===== config.mk =====
export PLATFORM = sky130hd
export DESIGN_NAME = signed_decimal_seven_segment
export DESIGN_NICKNAME = d
export VERILOG_FILES = /design/src/rtl/sdss_pkg.sv /design/src/rtl/sdss_bcd.sv /design/src/rtl/signed_decimal_seven_segment.sv
export SDC_FILE = /design/constraint.sdc
export NUM_CORES = 1
export LEC_CHECK = 0
export BUFFER_PORTS_ARGS = -buffer_cell sky130_fd_sc_hd__buf_4
export CAP_MARGIN = 25
export CORE_ASPECT_RATIO = 1.5
export CORE_MARGIN = 2
export CORE_UTILIZATION = 55
export CTS_CLUSTER_SIZE = 14
export DETAILED_ROUTE_END_ITERATION = 10
export GPL_ROUTABILITY_DRIVEN = 0
export PLACE_DENSITY = 0.77
export SLEW_MARGIN = 30
export SYNTH_ARGS = -nofsm -noshare
export SYNTH_HDL_FRONTEND = slang
export SYNTH_SLANG_ARGS = --single-unit
export TNS_END_PERCENT = 30

===== constraint.sdc =====
create_clock -name clk -period 3.6 [get_ports clk]
set_input_delay 0.18 -clock clk [delete_from_list [all_inputs] [get_ports clk]]
set_output_delay 0.18 -clock clk [all_outputs]
set_load 0.1 [all_outputs]

===== src/rtl/sdss_pkg.sv =====
`timescale 1ns / 1ps

package sdss_pkg;

    localparam int DISPLAY_COUNT = 8;
    // Only eight displays can be addressed with a 3-bit index.
    localparam int USED_COUNT = (DISPLAY_COUNT > 8) ? 8 : DISPLAY_COUNT;

    localparam int NUMBER_W = 28;
    localparam int MAG_W    = NUMBER_W - 1;
    localparam int DIGIT_W  = 4;
    localparam int POS_W    = 3;
    localparam int IDX_W    = 3;
    localparam int SEG_W    = 8;
    localparam int BCD_W    = 4 * USED_COUNT;
    localparam int CNT_W    = $clog2(MAG_W + 1);

    localparam logic [SEG_W-1:0] SEG_MINUS = 8'h40;
    localparam logic [SEG_W-1:0] SEG_ALL   = 8'hFF;
    localparam logic [SEG_W-1:0] SEG_BLANK = 8'h00;

    function automatic longint pow10(input int n);
        longint p;
        p = 1;
        for (int i = 0; i < n; i++)
        begin
            p = p * 10;
        end
        return p;
    endfunction

    localparam longint CLAMP_HI_L = pow10(USED_COUNT) - 1;
    localparam longint CLAMP_LO_L = -(pow10(USED_COUNT - 1) - 1);
    localparam logic signed [NUMBER_W-1:0] CLAMP_HI = CLAMP_HI_L[NUMBER_W-1:0];
    localparam logic signed [NUMBER_W-1:0] CLAMP_LO = CLAMP_LO_L[NUMBER_W-1:0];

    localparam logic [IDX_W-1:0] LAST_IDX = IDX_W'(USED_COUNT - 1);
    localparam logic [POS_W:0]   USED_POS = (POS_W + 1)'(USED_COUNT);

    typedef enum logic [1:0] {
        MODE_NUMBER = 2'd0,
        MODE_CLEAR  = 2'd1,
        MODE_FILL   = 2'd2,
        MODE_DIGIT  = 2'd3
    } mode_t;

    typedef enum logic [1:0] {
        ST_IDLE,
        ST_CONV,
        ST_EMIT
    } state_t;

    function automatic logic [SEG_W-1:0] seg_of(input logic [DIGIT_W-1:0] d);
        logic [SEG_W-1:0] s;
        case (d)
            4'd0:    s = 8'h3F;
            4'd1:    s = 8'h06;
            4'd2:    s = 8'h5B;
            4'd3:    s = 8'h4F;
            4'd4:    s = 8'h66;
            4'd5:    s = 8'h6D;
            4'd6:    s = 8'h7D;
            4'd7:    s = 8'h07;
            4'd8:    s = 8'h7F;
            4'd9:    s = 8'h67;
            default: s = SEG_BLANK;
        endcase
        return s;
    endfunction

endpackage


===== src/rtl/sdss_bcd.sv =====
`timescale 1ns / 1ps

module sdss_bcd
    import sdss_pkg::*;
(
    input  logic             clk,
    input  logic             rst_n,
    input  logic             start,
    input  logic [MAG_W-1:0] mag,
    output logic             busy,
    output logic [BCD_W-1:0] bcd
);

    logic [MAG_W-1:0] bin_reg;
    logic [MAG_W-1:0] bin_next;
    logic [BCD_W-1:0] bcd_reg;
    logic [BCD_W-1:0] bcd_next;
    logic [CNT_W-1:0] cnt_reg;
    logic [CNT_W-1:0] cnt_next;
    logic             busy_reg;
    logic             busy_next;
    logic [BCD_W-1:0] adj;

    // Shift-and-add-3: every digit of five or more is corrected before the shift.
    always_comb
    begin
        for (int i = 0; i < USED_COUNT; i++)
        begin
            if (bcd_reg[4*i +: 4] >= 4'd5)
            begin
                adj[4*i +: 4] = bcd_reg[4*i +: 4] + 4'd3;
            end
            else
            begin
                adj[4*i +: 4] = bcd_reg[4*i +: 4];
            end
        end
    end

    always_comb
    begin
        bin_next  = bin_reg;
        bcd_next  = bcd_reg;
        cnt_next  = cnt_reg;
        busy_next = busy_reg;
        if (start)
        begin
            bin_next  = mag;
            bcd_next  = '0;
            cnt_next  = CNT_W'(MAG_W);
            busy_next = 1'b1;
        end
        else if (busy_reg)
        begin
            bcd_next  = {adj[BCD_W-2:0], bin_reg[MAG_W-1]};
            bin_next  = {bin_reg[MAG_W-2:0], 1'b0};
            cnt_next  = cnt_reg - 1'b1;
            busy_next = (cnt_reg != CNT_W'(1));
        end
    end

    always_ff @(posedge clk or negedge rst_n)
    begin
        if (!rst_n)
        begin
            busy_reg <= 1'b0;
            cnt_reg  <= '0;
        end
        else
        begin
            busy_reg <= busy_next;
            cnt_reg  <= cnt_next;
        end
    end

    always_ff @(posedge clk)
    begin
        bin_reg <= bin_next;
        bcd_reg <= bcd_next;
    end

    assign busy = busy_reg;
    assign bcd  = bcd_reg;

endmodule


===== src/rtl/signed_decimal_seven_segment.sv =====
`timescale 1ns / 1ps
// One item at a time: the input stalls until the last write of an item has been loaded.
// A show-number item is loaded, its 27-bit magnitude is converted bit-serially from binary
// to BCD, the digits are handed over, then up to eight writes follow at one write per cycle
// while the output does not stall. Clear and fill give eight writes, a single-digit write
// one, each at the same rate; an output stall holds the current write. The shift-and-add-3
// loop sets the length of a show-number item, the longest of the kinds of item.
// Reset (rst_n, asynchronous, active low) returns the block to idle with no write pending.

module signed_decimal_seven_segment
    import sdss_pkg::*;
(
    input  logic                       clk,
    input  logic                       rst_n,
    input  logic                       in_valid,
    output logic                       in_stall,
    input  logic [1:0]                 mode,
    input  logic signed [NUMBER_W-1:0] number,
    input  logic [DIGIT_W-1:0]         digit,
    input  logic [POS_W-1:0]           position,
    output logic                       out_valid,
    input  logic                       out_stall,
    output logic [IDX_W-1:0]           display_index,
    output logic [SEG_W-1:0]           segments,
    output logic                       last
);

    state_t               state_reg, state_next;
    mode_t                mode_reg, mode_next;
    logic                 neg_reg, neg_next;
    logic                 sign_reg, sign_next;
    logic [IDX_W-1:0]     k_reg, k_next;
    logic [BCD_W-1:0]     dig_reg, dig_next;
    logic [POS_W-1:0]     pos_reg, pos_next;
    logic [DIGIT_W-1:0]   digit_reg, digit_next;
    logic                 out_valid_reg, out_valid_next;
    logic [IDX_W-1:0]     idx_reg, idx_next;
    logic [SEG_W-1:0]     seg_reg, seg_next;
    logic                 last_reg, last_next;

    logic                       accept;
    logic signed [NUMBER_W-1:0] clamped;
    logic [NUMBER_W-1:0]        abs_val;
    logic                       conv_start;
    logic                       conv_busy;
    logic [BCD_W-1:0]           conv_bcd;
    logic                       out_free;
    logic [IDX_W-1:0]           w_idx;
    logic [SEG_W-1:0]           w_seg;
    logic                       w_last;
    logic                       w_sign;
    logic                       num_done;

    assign accept   = in_valid && !in_stall;
    assign in_stall = (state_reg != ST_IDLE);
    assign out_free = !out_valid_reg || !out_stall;

    always_comb
    begin
        if (number > CLAMP_HI)
        begin
            clamped = CLAMP_HI;
        end
        else if (number < CLAMP_LO)
        begin
            clamped = CLAMP_LO;
        end
        else
        begin
            clamped = number;
        end
        abs_val = clamped[NUMBER_W-1] ? (~clamped + 1'b1) : clamped;
    end

    assign conv_start = accept && (mode_t'(mode) == MODE_NUMBER);

    sdss_bcd u_bcd
    (
        .clk   (clk),
        .rst_n (rst_n),
        .start (conv_start),
        .mag   (abs_val[MAG_W-1:0]),
        .busy  (conv_busy),
        .bcd   (conv_bcd)
    );

    // The write that the current emit step would produce.
    always_comb
    begin
        w_idx    = k_reg;
        w_seg    = SEG_BLANK;
        w_last   = 1'b0;
        w_sign   = 1'b0;
        num_done = (dig_reg[BCD_W-1:4] == '0) || (k_reg == LAST_IDX);
        case (mode_reg)
            MODE_NUMBER:
            begin
                if (sign_reg)
                begin
                    w_seg  = SEG_MINUS;
                    w_last = 1'b1;
                end
                else
                begin
                    w_seg = seg_of(dig_reg[3:0]);
                    if (num_done && neg_reg && (k_reg != LAST_IDX))
                    begin
                        w_sign = 1'b1;
                    end
                    else
                    begin
                        w_last = num_done;
                    end
                end
            end
            MODE_CLEAR:
            begin
                w_seg  = SEG_BLANK;
                w_last = (k_reg == LAST_IDX);
            end
            MODE_FILL:
            begin
                w_seg  = SEG_ALL;
                w_last = (k_reg == LAST_IDX);
            end
            default:
            begin
                w_idx  = pos_reg;
                w_seg  = seg_of(digit_reg);
                w_last = 1'b1;
            end
        endcase
    end

    always_comb
    begin
        state_next     = state_reg;
        mode_next      = mode_reg;
        neg_next       = neg_reg;
        sign_next      = sign_reg;
        k_next         = k_reg;
        dig_next       = dig_reg;
        pos_next       = pos_reg;
        digit_next     = digit_reg;
        out_valid_next = out_valid_reg && out_stall;
        idx_next       = idx_reg;
        seg_next       = seg_reg;
        last_next      = last_reg;
        case (state_reg)
            ST_IDLE:
            begin
                if (accept)
                begin
                    mode_next  = mode_t'(mode);
                    neg_next   = clamped[NUMBER_W-1];
                    sign_next  = 1'b0;
                    k_next     = '0;
                    pos_next   = position;
                    digit_next = digit;
                    if (mode_t'(mode) == MODE_NUMBER)
                    begin
                        state_next = ST_CONV;
                    end
                    else if ((mode_t'(mode) == MODE_DIGIT) && ({1'b0, position} >= USED_POS))
                    begin
                        // A position beyond the row produces no write at all.
                        state_next = ST_IDLE;
                    end
                    else
                    begin
                        state_next = ST_EMIT;
                    end
                end
            end
            ST_CONV:
            begin
                if (!conv_busy)
                begin
                    dig_next   = conv_bcd;
                    state_next = ST_EMIT;
                end
            end
            ST_EMIT:
            begin
                if (out_free)
                begin
                    out_valid_next = 1'b1;
                    idx_next       = w_idx;
                    seg_next       = w_seg;
                    last_next      = w_last;
                    k_next         = k_reg + 1'b1;
                    dig_next       = {4'b0, dig_reg[BCD_W-1:4]};
                    sign_next      = w_sign;
                    if (w_last)
                    begin
                        state_next = ST_IDLE;
                    end
                end
            end
            default:
            begin
                state_next = ST_IDLE;
            end
        endcase
    end

    always_ff @(posedge clk or negedge rst_n)
    begin
        if (!rst_n)
        begin
            state_reg     <= ST_IDLE;
            out_valid_reg <= 1'b0;
        end
        else
        begin
            state_reg     <= state_next;
            out_valid_reg <= out_valid_next;
        end
    end

    always_ff @(posedge clk)
    begin
        mode_reg  <= mode_next;
        neg_reg   <= neg_next;
        sign_reg  <= sign_next;
        k_reg     <= k_next;
        dig_reg   <= dig_next;
        pos_reg   <= pos_next;
        digit_reg <= digit_next;
        idx_reg   <= idx_next;
        seg_reg   <= seg_next;
        last_reg  <= last_next;
    end

    assign out_valid     = out_valid_reg;
    assign display_index = idx_reg;
    assign segments      = seg_reg;
    assign last          = last_reg;

endmodule

Word-level counts from Yosys, hierarchy flattened. Memory sizes are Yosys's and may differ from the RTL's. A register that Yosys moved wholly into a read port is not among the register bits. Index checks and enable logic that the tools add are counted.

Memories kept: 2. Flip-flop bits (word level): 126. Memory bits (read-only): 224.

Memories: (name not given) (depth 16, width 7, read ports 1, clocked after memory_dff 1, write ports 0, line sdss_pkg.sv:55) `case (d)`; (name not given) (depth 16, width 7, read ports 1, clocked after memory_dff 1, write ports 0, line sdss_pkg.sv:55).

Bitwise gates (word level): 1. Reduce and logical (&&, ||, !) cells: 25. Eq/ne operators: 11. Mux-type cells: 45. Add/subtract/negate cells: 11. $lt $le $gt $ge: 10.

Operators with widths (number): 27-bit 2-to-1 mux (3); 32-bit 2-to-1 mux (2); 32-bit one-hot mux with 2 select lines (1); 28-bit 2-to-1 mux (2); 4-bit 2-to-1 mux (9); 4-bit by 3-bit >= comparator with 1-bit output, second input constant (8); 4-bit by 2-bit adder with 4-bit output, second input constant (7); 28-bit greater-than comparator, second input constant (1); 28-bit zero test (1); 28-bit by 25-bit less-than comparator with 1-bit output, second input constant (1); 27-bit by 1-bit adder with 27-bit output, second input constant (1); 27-bit NOT (1); 8-bit one-hot mux with 3 select lines (1); 3-bit 2-to-1 mux (4); 1-bit 2-to-1 mux (11); 2-bit 2-to-1 mux (5); 5-bit 2-to-1 mux (2); 8-bit 2-to-1 mux (1); 2-bit inequality test, second input constant (4); 2-bit nonzero test (4); 2-bit zero test (3); 2-bit one-hot mux with 3 select lines (1); 3-bit one-hot mux with 2 select lines (1); 3-bit AND reduction (2); 16 further kinds (27).

Logic depth before layout (Yosys ltp). Gate-level depths: netlist of the first run.

Depth after elaboration: 10. Depth in mapped cells: 19.

Modules after synthesis. A second synthesis of the first run with hierarchy kept.

Cells, all modules: 812. Area total of the unflattened synthesis: 7990.2 um^2.

Modules (own cells, without submodules): signed_decimal_seven_segment (area an instance 4600.7 um^2, cells each 486, times used 1); sdss_bcd (area an instance 3389.5 um^2, cells each 326, times used 1).

Worst setup path before layout of the first run. No wires, ideal clock.

Kind: reg-to-reg. Start: reg state_reg[1]. End: reg (tool-made name). Slack: -244 ps. Library setup time: 127 ps. Clock period less this slack: 3844 ps. Data arrival time: 3717 ps. Cell stages (with the launch flop): 7. Path buffers: 0. Cells stage by stage: dfrtp_1 -> nand2b_1 -> o2bb2ai_1 -> o21ai_0 -> ha_1 -> a21oi_1 -> a21oi_1.

RTL lines: start: declaration (line signed_decimal_seven_segment.sv:28) `state_t state_reg, state_next;`; start signal: assignment (line signed_decimal_seven_segment.sv:216) `state_reg <= state_next;`.

Worst setup path after layout of the first run.
Start: in number[4]. End: reg u_bcd.bin_reg[22], data pin.

Cells in the longest elaborated chain, start to end: 7.

Ends and longest elaborated chain: start: declaration (line signed_decimal_seven_segment.sv:18) `input logic signed [NUMBER_W-1:0] number,`; 28-bit by 25-bit less-than comparator with 1-bit output (line signed_decimal_seven_segment.sv:64) `else if (number < CLAMP_LO)`; 28-bit 2-to-1 mux (line signed_decimal_seven_segment.sv:64); 28-bit 2-to-1 mux * (line signed_decimal_seven_segment.sv:60) `if (number > CLAMP_HI)`; 27-bit NOT (line signed_decimal_seven_segment.sv:72) `abs_val = clamped[NUMBER_W-1] ? (~clamped + 1'b1) : clamped;`; 27-bit by 1-bit adder with 27-bit output (line signed_decimal_seven_segment.sv:72); 27-bit 2-to-1 mux * (line signed_decimal_seven_segment.sv:72); 27-bit 2-to-1 mux * (line sdss_bcd.sv:46) `if (start)`; via u_bcd.bin_next[22] (line sdss_bcd.sv:15) `logic [MAG_W-1:0] bin_next;`; end signal: assignment (line sdss_bcd.sv:78) `bin_reg <= bin_next;`; end: declaration (line sdss_bcd.sv:14) `logic [MAG_W-1:0] bin_reg;`.

Mark *: on every way through the listed nets, which the timed path passes. The rest lies on a longest branch. A chain may end at the register's enable or synchronous reset.

==> results.txt, run 1 <==
The async set-or-reset flop fraction in the synthesized netlist is under 10%. The count of unresolved DRC violations after routing came out at 0. Entering global routing, the biggest net connects 51 pins. The global router's overall resource usage came out at 23.7%. The cell sitting at the root of the clock tree is a sky130_fd_sc_hd__clkbuf_16. No sink is reached through more buffers than the 2 on the longest clock path. The minimum setup slack after placement came out at -0.294 ns.

The portion of total power attributed to sequential cells is 39.4%. Once the floorplan was initialized, standard cells occupied between 50% and 60% of the core. The total I/O pin count is 55. The transition time at the pin with the least slew margin is 0.851 ns. The y dimension of the die is ~150 um. Cells with a size suffix above 1 make up 16.0% of the layout. The register area share after synthesis is 49.6%.

Summed over all cells, the static leakage comes to 0.00365 uW. The signal on the critical path passes through buf_4, nor4_4, nand2_1, nor2_2, o21ai_0, a21oi_1, o21bai_1, a31oi_1, ha_2, nor3_4, ha_2, nor3b_4, nand4_1, nor2_4, o2111ai_2, a211o_1, o21ai_0, a21oi_1. The aggregate global routing overflow is 0. The worst path arrival time came out at 3.41 ns. The achievable frequency is 304 MHz. The quantity of I/O buffers inserted on ports came out at 54.

The first-pass GRT wire length is between 20,000 and 30,000 um. The H-tree depth reported by CTS is 4. The number of antenna-violating nets in the routed design came out at 0. The type of the worst min-delay path is input port to flip-flop. The detail-routed net length per standard cell came out at about 16 um. The final net count is 962. The overall power after layout came out at about 8100 uW.

The cell family with the largest share of critical-path delay is simple AND/OR/NAND/NOR gates. STA puts the critical path data required time at 3.72 ns. The maximum clock skew at final layout is ~0.0094 ns. Row generation in the floorplan step produced 52 rows. The worst setup path is of the input port to flip-flop kind. For this design the total switching power over the nets is 3300 uW. The flow ran to the end, and the final reports show no timing, DRC or antenna violations. The total nets after synthesis came out at 879. The final number of hold-violating endpoints came out at 0. After filler insertion, the fill cell instance count of the layout stands at roughly 1,000.

The via count came out at 6,221. Setup violations remaining at the end of the flow were counted as 0. The fraction of power spent switching nets is 40.8%.

The master of the slowest instance on the critical path is sky130_fd_sc_hd__ha_2. The cell taking the most area after synthesis is sky130_fd_sc_hd__edfxtp_1. The worst setup path is launched from an input port. The mean number of vias per cell came out at roughly 5.9. The core region area came out at 13,400 um2. The final cycle utilization of the critical path came out at 91.3%.

The number of violations of the max-capacitance limit came out at 0. The number of antenna violations at the first check in global routing came to 0. In the post-synthesis netlist, the cell with the most instances is sky130_fd_sc_hd__nand2_1. The layout-stage area growth over the synthesis result is 19.2%. Counting instances in the post-synthesis netlist gives the leading cell types as sky130_fd_sc_hd__nand2_1, sky130_fd_sc_hd__nor2_1, sky130_fd_sc_hd__edfxtp_1. The ratio of total power to cell area is 908 nW/um2.

Internal power comes to 4780 uW. Of all nets on the critical path, the largest fanout is 6. The number of different library cells used by synthesis comes to 58. The clock net in this run drives a total of 140 sinks.

The number of warning messages in the yosys log is 0. Of the total power, the clock network draws 18.5%. The length of the first detailed-routing pass in iterations is 5. Hold timing on the final database bottoms out at a slack of 0.120 ns. The number of clock buffers added by TritonCTS is 17.

Together, buffers and inverters on the worst path number 1. The slack of the critical path came out at 0.314 ns. The combinational fraction of design power came out at 42.1%. The synthesized design contains between 80 and 90 enable-type register cells. Among all flip-flop cells after synthesis, the most frequent one is sky130_fd_sc_hd__edfxtp_1.

The number of pins with negative max-slew slack in the final report is 0. The proportion of netlist area held by the largest area contributor is 34.2%. The average instance area after synthesis is roughly 9.3 um2. The shortest period the worst path allows is 3.29 ns. Along the worst hold path, the cell count comes to 3. The clock transition at the register clock pins on the worst setup and hold paths after CTS came out at approximately 0.060 ns. The half-perimeter wire length after detailed placement came out at about 12,000 um.

The number of antenna diodes in the final layout is 0. The worst voltage drop across the vdd grid is 0.490 mV. The endpoint class of the critical path is a flip-flop.

The longest individual stage delay on the worst path is 0.34 ns. The post-synthesis cell count came out at 800. Synthesis inferred 140 register bits. The TritonCTS clock tree is built.

The total stage count of the critical path came out at 18. In the post-synthesis netlist, the biggest area contributors are sky130_fd_sc_hd__edfxtp_1, sky130_fd_sc_hd__dfxtp_1, sky130_fd_sc_hd__ha_1, sky130_fd_sc_hd__nand2_1, sky130_fd_sc_hd__a21oi_1. Wires add up to 16,900 um. The DRC violation total after the first TritonRoute iteration is 430. The post-route setup TNS came out at 0 ns. The die is 99.1 um wide. The via count of the first global-routing pass was 6,103. The logic depth of the worst register-to-register path is 8. Clock latency on the worst-skew pair, taken at its later pin, is about 0.41 ns. The floorplan step defined a die boundary enclosing 14,500 um2. The headroom to the max-slew limit came out at 43.1%. The design area is between 8000 and 9000 um2.

The cell area after synthesis came out at 7460 um2. The placed instances occupy a cell area of 8230 um2.
[stage by stage]
step,utilization (%),std cells
after floorplan,-,800
after global placement,61.4,1014
after detailed placement,61.4,1014
after CTS,65.9,1056
after global routing,66.4,1058
final,66.4,1058
[area by class of cell]
class,count,area [um2],area share [%]
inverter,37,139,1.56
sequential,140,3700,41.6
multi-input combinational,587,3570,40.1
clock inverter,15,83.8,0.942
tap,162,203,2.28
timing repair buffer,100,776,8.72
clock buffer,17,425,4.78
[power by group through the flow]
stage               sequential [uW]  clock (uW)  combinational [uW]
floorplan                      3470           0                2200
global placement               3160           0                3170
detailed placement             3200           0                3340
CTS                            3180        1510                3380
global route                   3290        1580                3770
finish                         3180        1490                3400
[worst paths after layout]
| check | start | end | slack, ns |
|---|---|---|---|
| max | number[4] | u_bcd.bin_reg[22]$_DFFE_PP_ | 0.31 |
| min | out_stall | out_valid$_DFF_PN0_ | 0.12 |
| max reg2reg | state_reg[0]$_DFFE_PN0P_ | flip-flop | 0.82 |
| min reg2reg | u_bcd.bcd[31]$_SDFFE_PP0P_ | u_bcd.bcd[31]$_SDFFE_PP0P_ | 0.47 |
| max in group asynchronous | rst_n | state_reg[0]$_DFFE_PN0P_ | 3.33 |
| min in group asynchronous | rst_n | u_bcd.cnt_reg[3]$_DFFE_PN0P_ | 0.13 |
[worst min-delay path, delay by kind of cell]
kind	cells	cell delay, ns
and+or+nand+nor	2	0.23
buffers and inverters	1	0.08
[layer usage]
| metal | GRT usage (%) | vias to the layer above | share of wire, % |
|---|---|---|---|
| met5 | 0 | - | 0 |
| met2 | 44.6 | 178 | 56 |
| met4 | 11.0 | 0 | 2.7 |
| met3 | 4.16 | 28 | 3.5 |
| li1 | - | 3024 | - |
| met1 | 25.2 | 2991 | 38 |
[placed cells by master, fill, tap and decap left out, drive strengths merged, types with 10 or more instances in the layout]
cell and count:
a21oi 73, a31oi 12, buf 90, clkbuf 17, clkinv 15, dfxtp 46
dlygate4sd3 10, edfxtp 85, ha 38, inv 35, mux2i 17, nand2 108
nand2b 11, nand3 13, nor2 91, nor3 18, nor4 11, o21ai 66
xnor2 18
[kinds of logic (layout without fill, tap and decap cells)]
| kind of cell | Yosys count | count (layout) | share of synthesized area, % |
|---|---|---|---|
| DFF | 140 | 140 | 49.6 |
| buffers and inverters | 73 | 169 | 3.72 |
| muxes | 22 | 22 | 3.04 |
| and+or+nand+nor | 295 | 295 | 18.0 |
| AOI/OAI and AO/OA | 209 | 209 | 16.5 |
| xor gates and xnor gates | 23 | 23 | 2.70 |
| adders and majority gates | 38 | 38 | 6.37 |
[what timing repair did]
action / CTS / global route
hold buffers: 10 / 0
endpoints found under the hold margin: 18 / 0
buffers inserted: 0 / 2
endpoints found under the setup margin: 0 / 4
resized for setup: 0 / 9
(Power assumes the default switching activity.)
==> run 2, diff against run 1 <==
--- a/config.mk
+++ b/config.mk
@@ -9,11 +9,12 @@
 export CAP_MARGIN = 25
 export CORE_ASPECT_RATIO = 1.5
 export CORE_MARGIN = 2
-export CORE_UTILIZATION = 55
+export CORE_UTILIZATION = 59
 export CTS_CLUSTER_SIZE = 14
 export DETAILED_ROUTE_END_ITERATION = 10
 export GPL_ROUTABILITY_DRIVEN = 0
-export PLACE_DENSITY = 0.77
+export PLACE_DENSITY = 0.78
+export RECOVER_POWER = 25
 export SLEW_MARGIN = 30
 export SYNTH_ARGS = -nofsm -noshare
 export SYNTH_HDL_FRONTEND = slang
==> constraint.sdc (replaced) <==
create_clock -name clk -period 3.4 [get_ports clk]
set_input_delay 0.17 -clock clk [delete_from_list [all_inputs] [get_ports clk]]
set_output_delay 0.17 -clock clk [all_outputs]
set_load 0.1 [all_outputs]
==> results.txt, run 2 (synthesis gave the netlist of run 1 again) <==
The layout cell share with drive strength beyond 1 was 14.8% (-1.2 points). The maximum number of pins on one net before global-route repair is 52 (+2.0%). The type of the worst min-delay path is input port to flip-flop. The maximum clock skew at final layout is 0.00684 ns (-0.00254 ns). The routed wire length on met3 is 671 um (+13%). The total length of routed wires is 18,200 um (+7.1%). The tree is rooted in a sky130_fd_sc_hd__clkbuf_16. The critical path startpoint category is an input port. The initial standard-cell utilization of the core is 60.2% (+4.6 points). The routed metal-1 wire length was 6540 um (+2.4%). The total I/O pin count is 55 (unchanged). The total clock sinks came out at 140 (unchanged). The run finished with clean final reports. The first-pass GRT wire length was 29,600 um (+6.1%). The shortest period the worst path allows came out at about 3.2 ns. The final cycle utilization of the critical path came out at between 90% and 100%.

The core region area is 12,400 um2 (-7.6%). The peak fanout along the critical path came out at 6 (unchanged). The commonest non-fill, non-tap cell in the layout is sky130_fd_sc_hd__nand2_1. The overall die width came to 95.8 um (-3.3%).

The clock transition at the register clock pins on the worst setup and hold paths after CTS came out at 0.06 ns (about the same). The area of the die came out at 13,600 um2 (-6.6%). The final instance count without filler cells was 1,057 (-0.095%). The overall power after layout came to 8690 uW (+7.5%). The ratio of total power to cell area is 971 nW/um2 (+6.9%).

The detail-routed net length per standard cell came out at 17.2 um (+7.2%). Setup repair after global routing could not meet its margin everywhere. The longest individual stage delay on the worst path is 0.30 ns (-0.04 ns). The final net count came out at 967 (+0.52%). The maximum clock path buffer count came out at 2 (unchanged). The achievable frequency came out at 314 MHz. In the layout the commonest cells are sky130_fd_sc_hd__nand2_1, sky130_fd_sc_hd__nor2_1, sky130_fd_sc_hd__edfxtp_1. The via count of the first global-routing pass came out at 6,447 (+5.6%).

The mean number of vias per cell was 6.05 (+3.0%). The critical path is of the input port to flip-flop type. The half-perimeter wire length after detailed placement is 12,500 um (+2.0%). The worst path arrival time came out at 3.31 ns (-0.10 ns). The tightest hold margin is 0.123 ns (+0.00269 ns). The y dimension of the die came to 142 um (-3.4%). The minimum setup slack after placement was -0.429 ns (-0.135 ns). The transition time at the pin with the least slew margin came out at 1.19 ns (+0.339 ns). The number of antenna repair diodes is 0 (unchanged).

The count of unresolved DRC violations after routing is 0 (unchanged). The leakage power came to 0.00361 uW (-1.0%). The count of endpoints failing setup in the final report is 0 (unchanged).

The length of the first detailed-routing pass in iterations is 6 (+1). The routed length on met2 is 10,200 um (+6.9%). The data required time of the critical path came out at 3.53 ns (-0.19 ns). The endpoint class of the critical path is a flip-flop.

The post-route setup TNS came out at 0 ns (unchanged). The layout-stage area growth over the synthesis result is 19.9%. The via count was 6,400 (+2.9%). The number of clock buffers inserted by TritonCTS is 17 (unchanged). The worst voltage drop across the vdd grid is 0.417 mV (-15%).

The number of antenna violations at the first check in global routing was 0 (unchanged). The global router's overall resource usage is 28.0% (+4.2 points). The number of buffer and inverter stages on the critical path was 2 (+1). The number of pins with negative max-slew slack in the final report came out at 0 (unchanged). The DRC violation total after the first TritonRoute iteration is 394 (-8.4%). Traced cell by cell, the critical path runs through buf_8, nor4_4, nand2_1, nor2_2, o21ai_1, a21oi_1, o21bai_1, a31oi_1, ha_1, nor3_2, ha_2, nor3b_4, nand4_1, nor2_1, buf_4, o2111ai_4, a211oi_2, o21bai_1, a21oi_1. Grouping stages by cell kind, the critical path spends the most delay in simple AND/OR/NAND/NOR gates.

The final number of hold-violating endpoints is 0 (unchanged). The number of violations of the max-capacitance limit came to 0 (unchanged). TritonCTS built the clock tree. The slack of the critical path came out at 0.218 ns (-0.0965 ns). The number of antenna-violating nets in the routed design came out at 0 (unchanged).

The aggregate global routing overflow came to 0 (unchanged). The H-tree depth reported by CTS is 4 (unchanged). The uppermost layer routed is met4. The quantity of I/O buffers inserted on ports is 54 (unchanged). The headroom to the max-slew limit is 21.0% (-22 points). The count of placed standard cells including taps came to 1,012 (-0.20%). The number of placement rows came out at 50 (-3.8%). The source-to-sink clock delay at the later pin of the worst-skew pair came out at 0.41 ns (about the same). For this design, the slowest cell found on the critical path is sky130_fd_sc_hd__ha_1. The count of fill cells added during filler insertion is 898 (-12%).
-- run 2: repair_timing --
| action | 4_1_cts | 5_1_grt |
|---|---|---|
| endpoints found under the hold margin | 18 | 0 |
| setup buffers | 0 | 3 |
| hold buffers | 10 | 0 |
| setup endpoints to repair | 0 | 13 |
| gates resized for setup | 0 | 23 |
-- run 2: report_power, final --
group | switching [uW] | internal [uW]
combinational | 2420 | 1260
sequential | 498 | 2870
clock | 708 | 933
total | 3630 | 5060
-- run 2: worst paths after layout --
check / from / endpoint / slack [ns] / cells past startpoint
max: number[2] / u_bcd.bin_reg[24]$_DFFE_PP_ / 0.22 / 19
min: out_stall / out_valid$_DFF_PN0_ / 0.12 / 3
max reg2reg: state_reg[0]$_DFFE_PN0P_ / flip-flop / 0.84 / 9
min reg2reg: u_bcd.bcd[31]$_SDFFE_PP0P_ / u_bcd.bcd[31]$_SDFFE_PP0P_ / 0.49 / 2
max in group asynchronous: rst_n / u_bcd.cnt_reg[3]$_DFFE_PN0P_ / 2.79 / 2
min in group asynchronous: rst_n / state_reg[0]$_DFFE_PN0P_ / 0.24 / 2
-- run 2: area by class of cell --
type | count | area, um2 | area share [%]
Inverter | 37 | 139 | 1.55
Sequential cell | 140 | 3700 | 41.3
Clock buffer | 19 | 433 | 4.84
Clock inverter | 13 | 98.8 | 1.10
Multi-Input combinational cell | 587 | 3610 | 40.3
Timing Repair Buffer | 105 | 773 | 8.64
Tap cell | 156 | 195 | 2.18
-- run 2: worst reg2reg max path, stage by stage (launching register included) --
cell	delay, ns
sky130_fd_sc_hd__dfrtp_1	0.42
sky130_fd_sc_hd__nor2b_2	0.21
sky130_fd_sc_hd__buf_4	0.41
sky130_fd_sc_hd__mux2i_1	0.29
sky130_fd_sc_hd__nand2_1	0.07
sky130_fd_sc_hd__o21ai_0	0.32
sky130_fd_sc_hd__inv_1	0.25
sky130_fd_sc_hd__nor2_1	0.22
sky130_fd_sc_hd__o21ai_0	0.16
sky130_fd_sc_hd__o21ai_0	0.13
-- run 2: per-stage QoR --
step / cell area, um2 / utilization [%]
floorplan: 7470 / -
global placement: 8230 / 66.5
detailed placement: 8260 / 66.7
CTS: 8890 / 71.8
global route: 8950 / 72.2
finish: 8950 / 72.2
-- run 2: metal layers --
layer | global-route usage [%] | vias to the layer above
met2 | 53.4 | 216
met4 | 12.9 | 0
met3 | 4.73 | 62
met5 | 0 | -
li1 | - | 3039
met1 | 28.6 | 3083
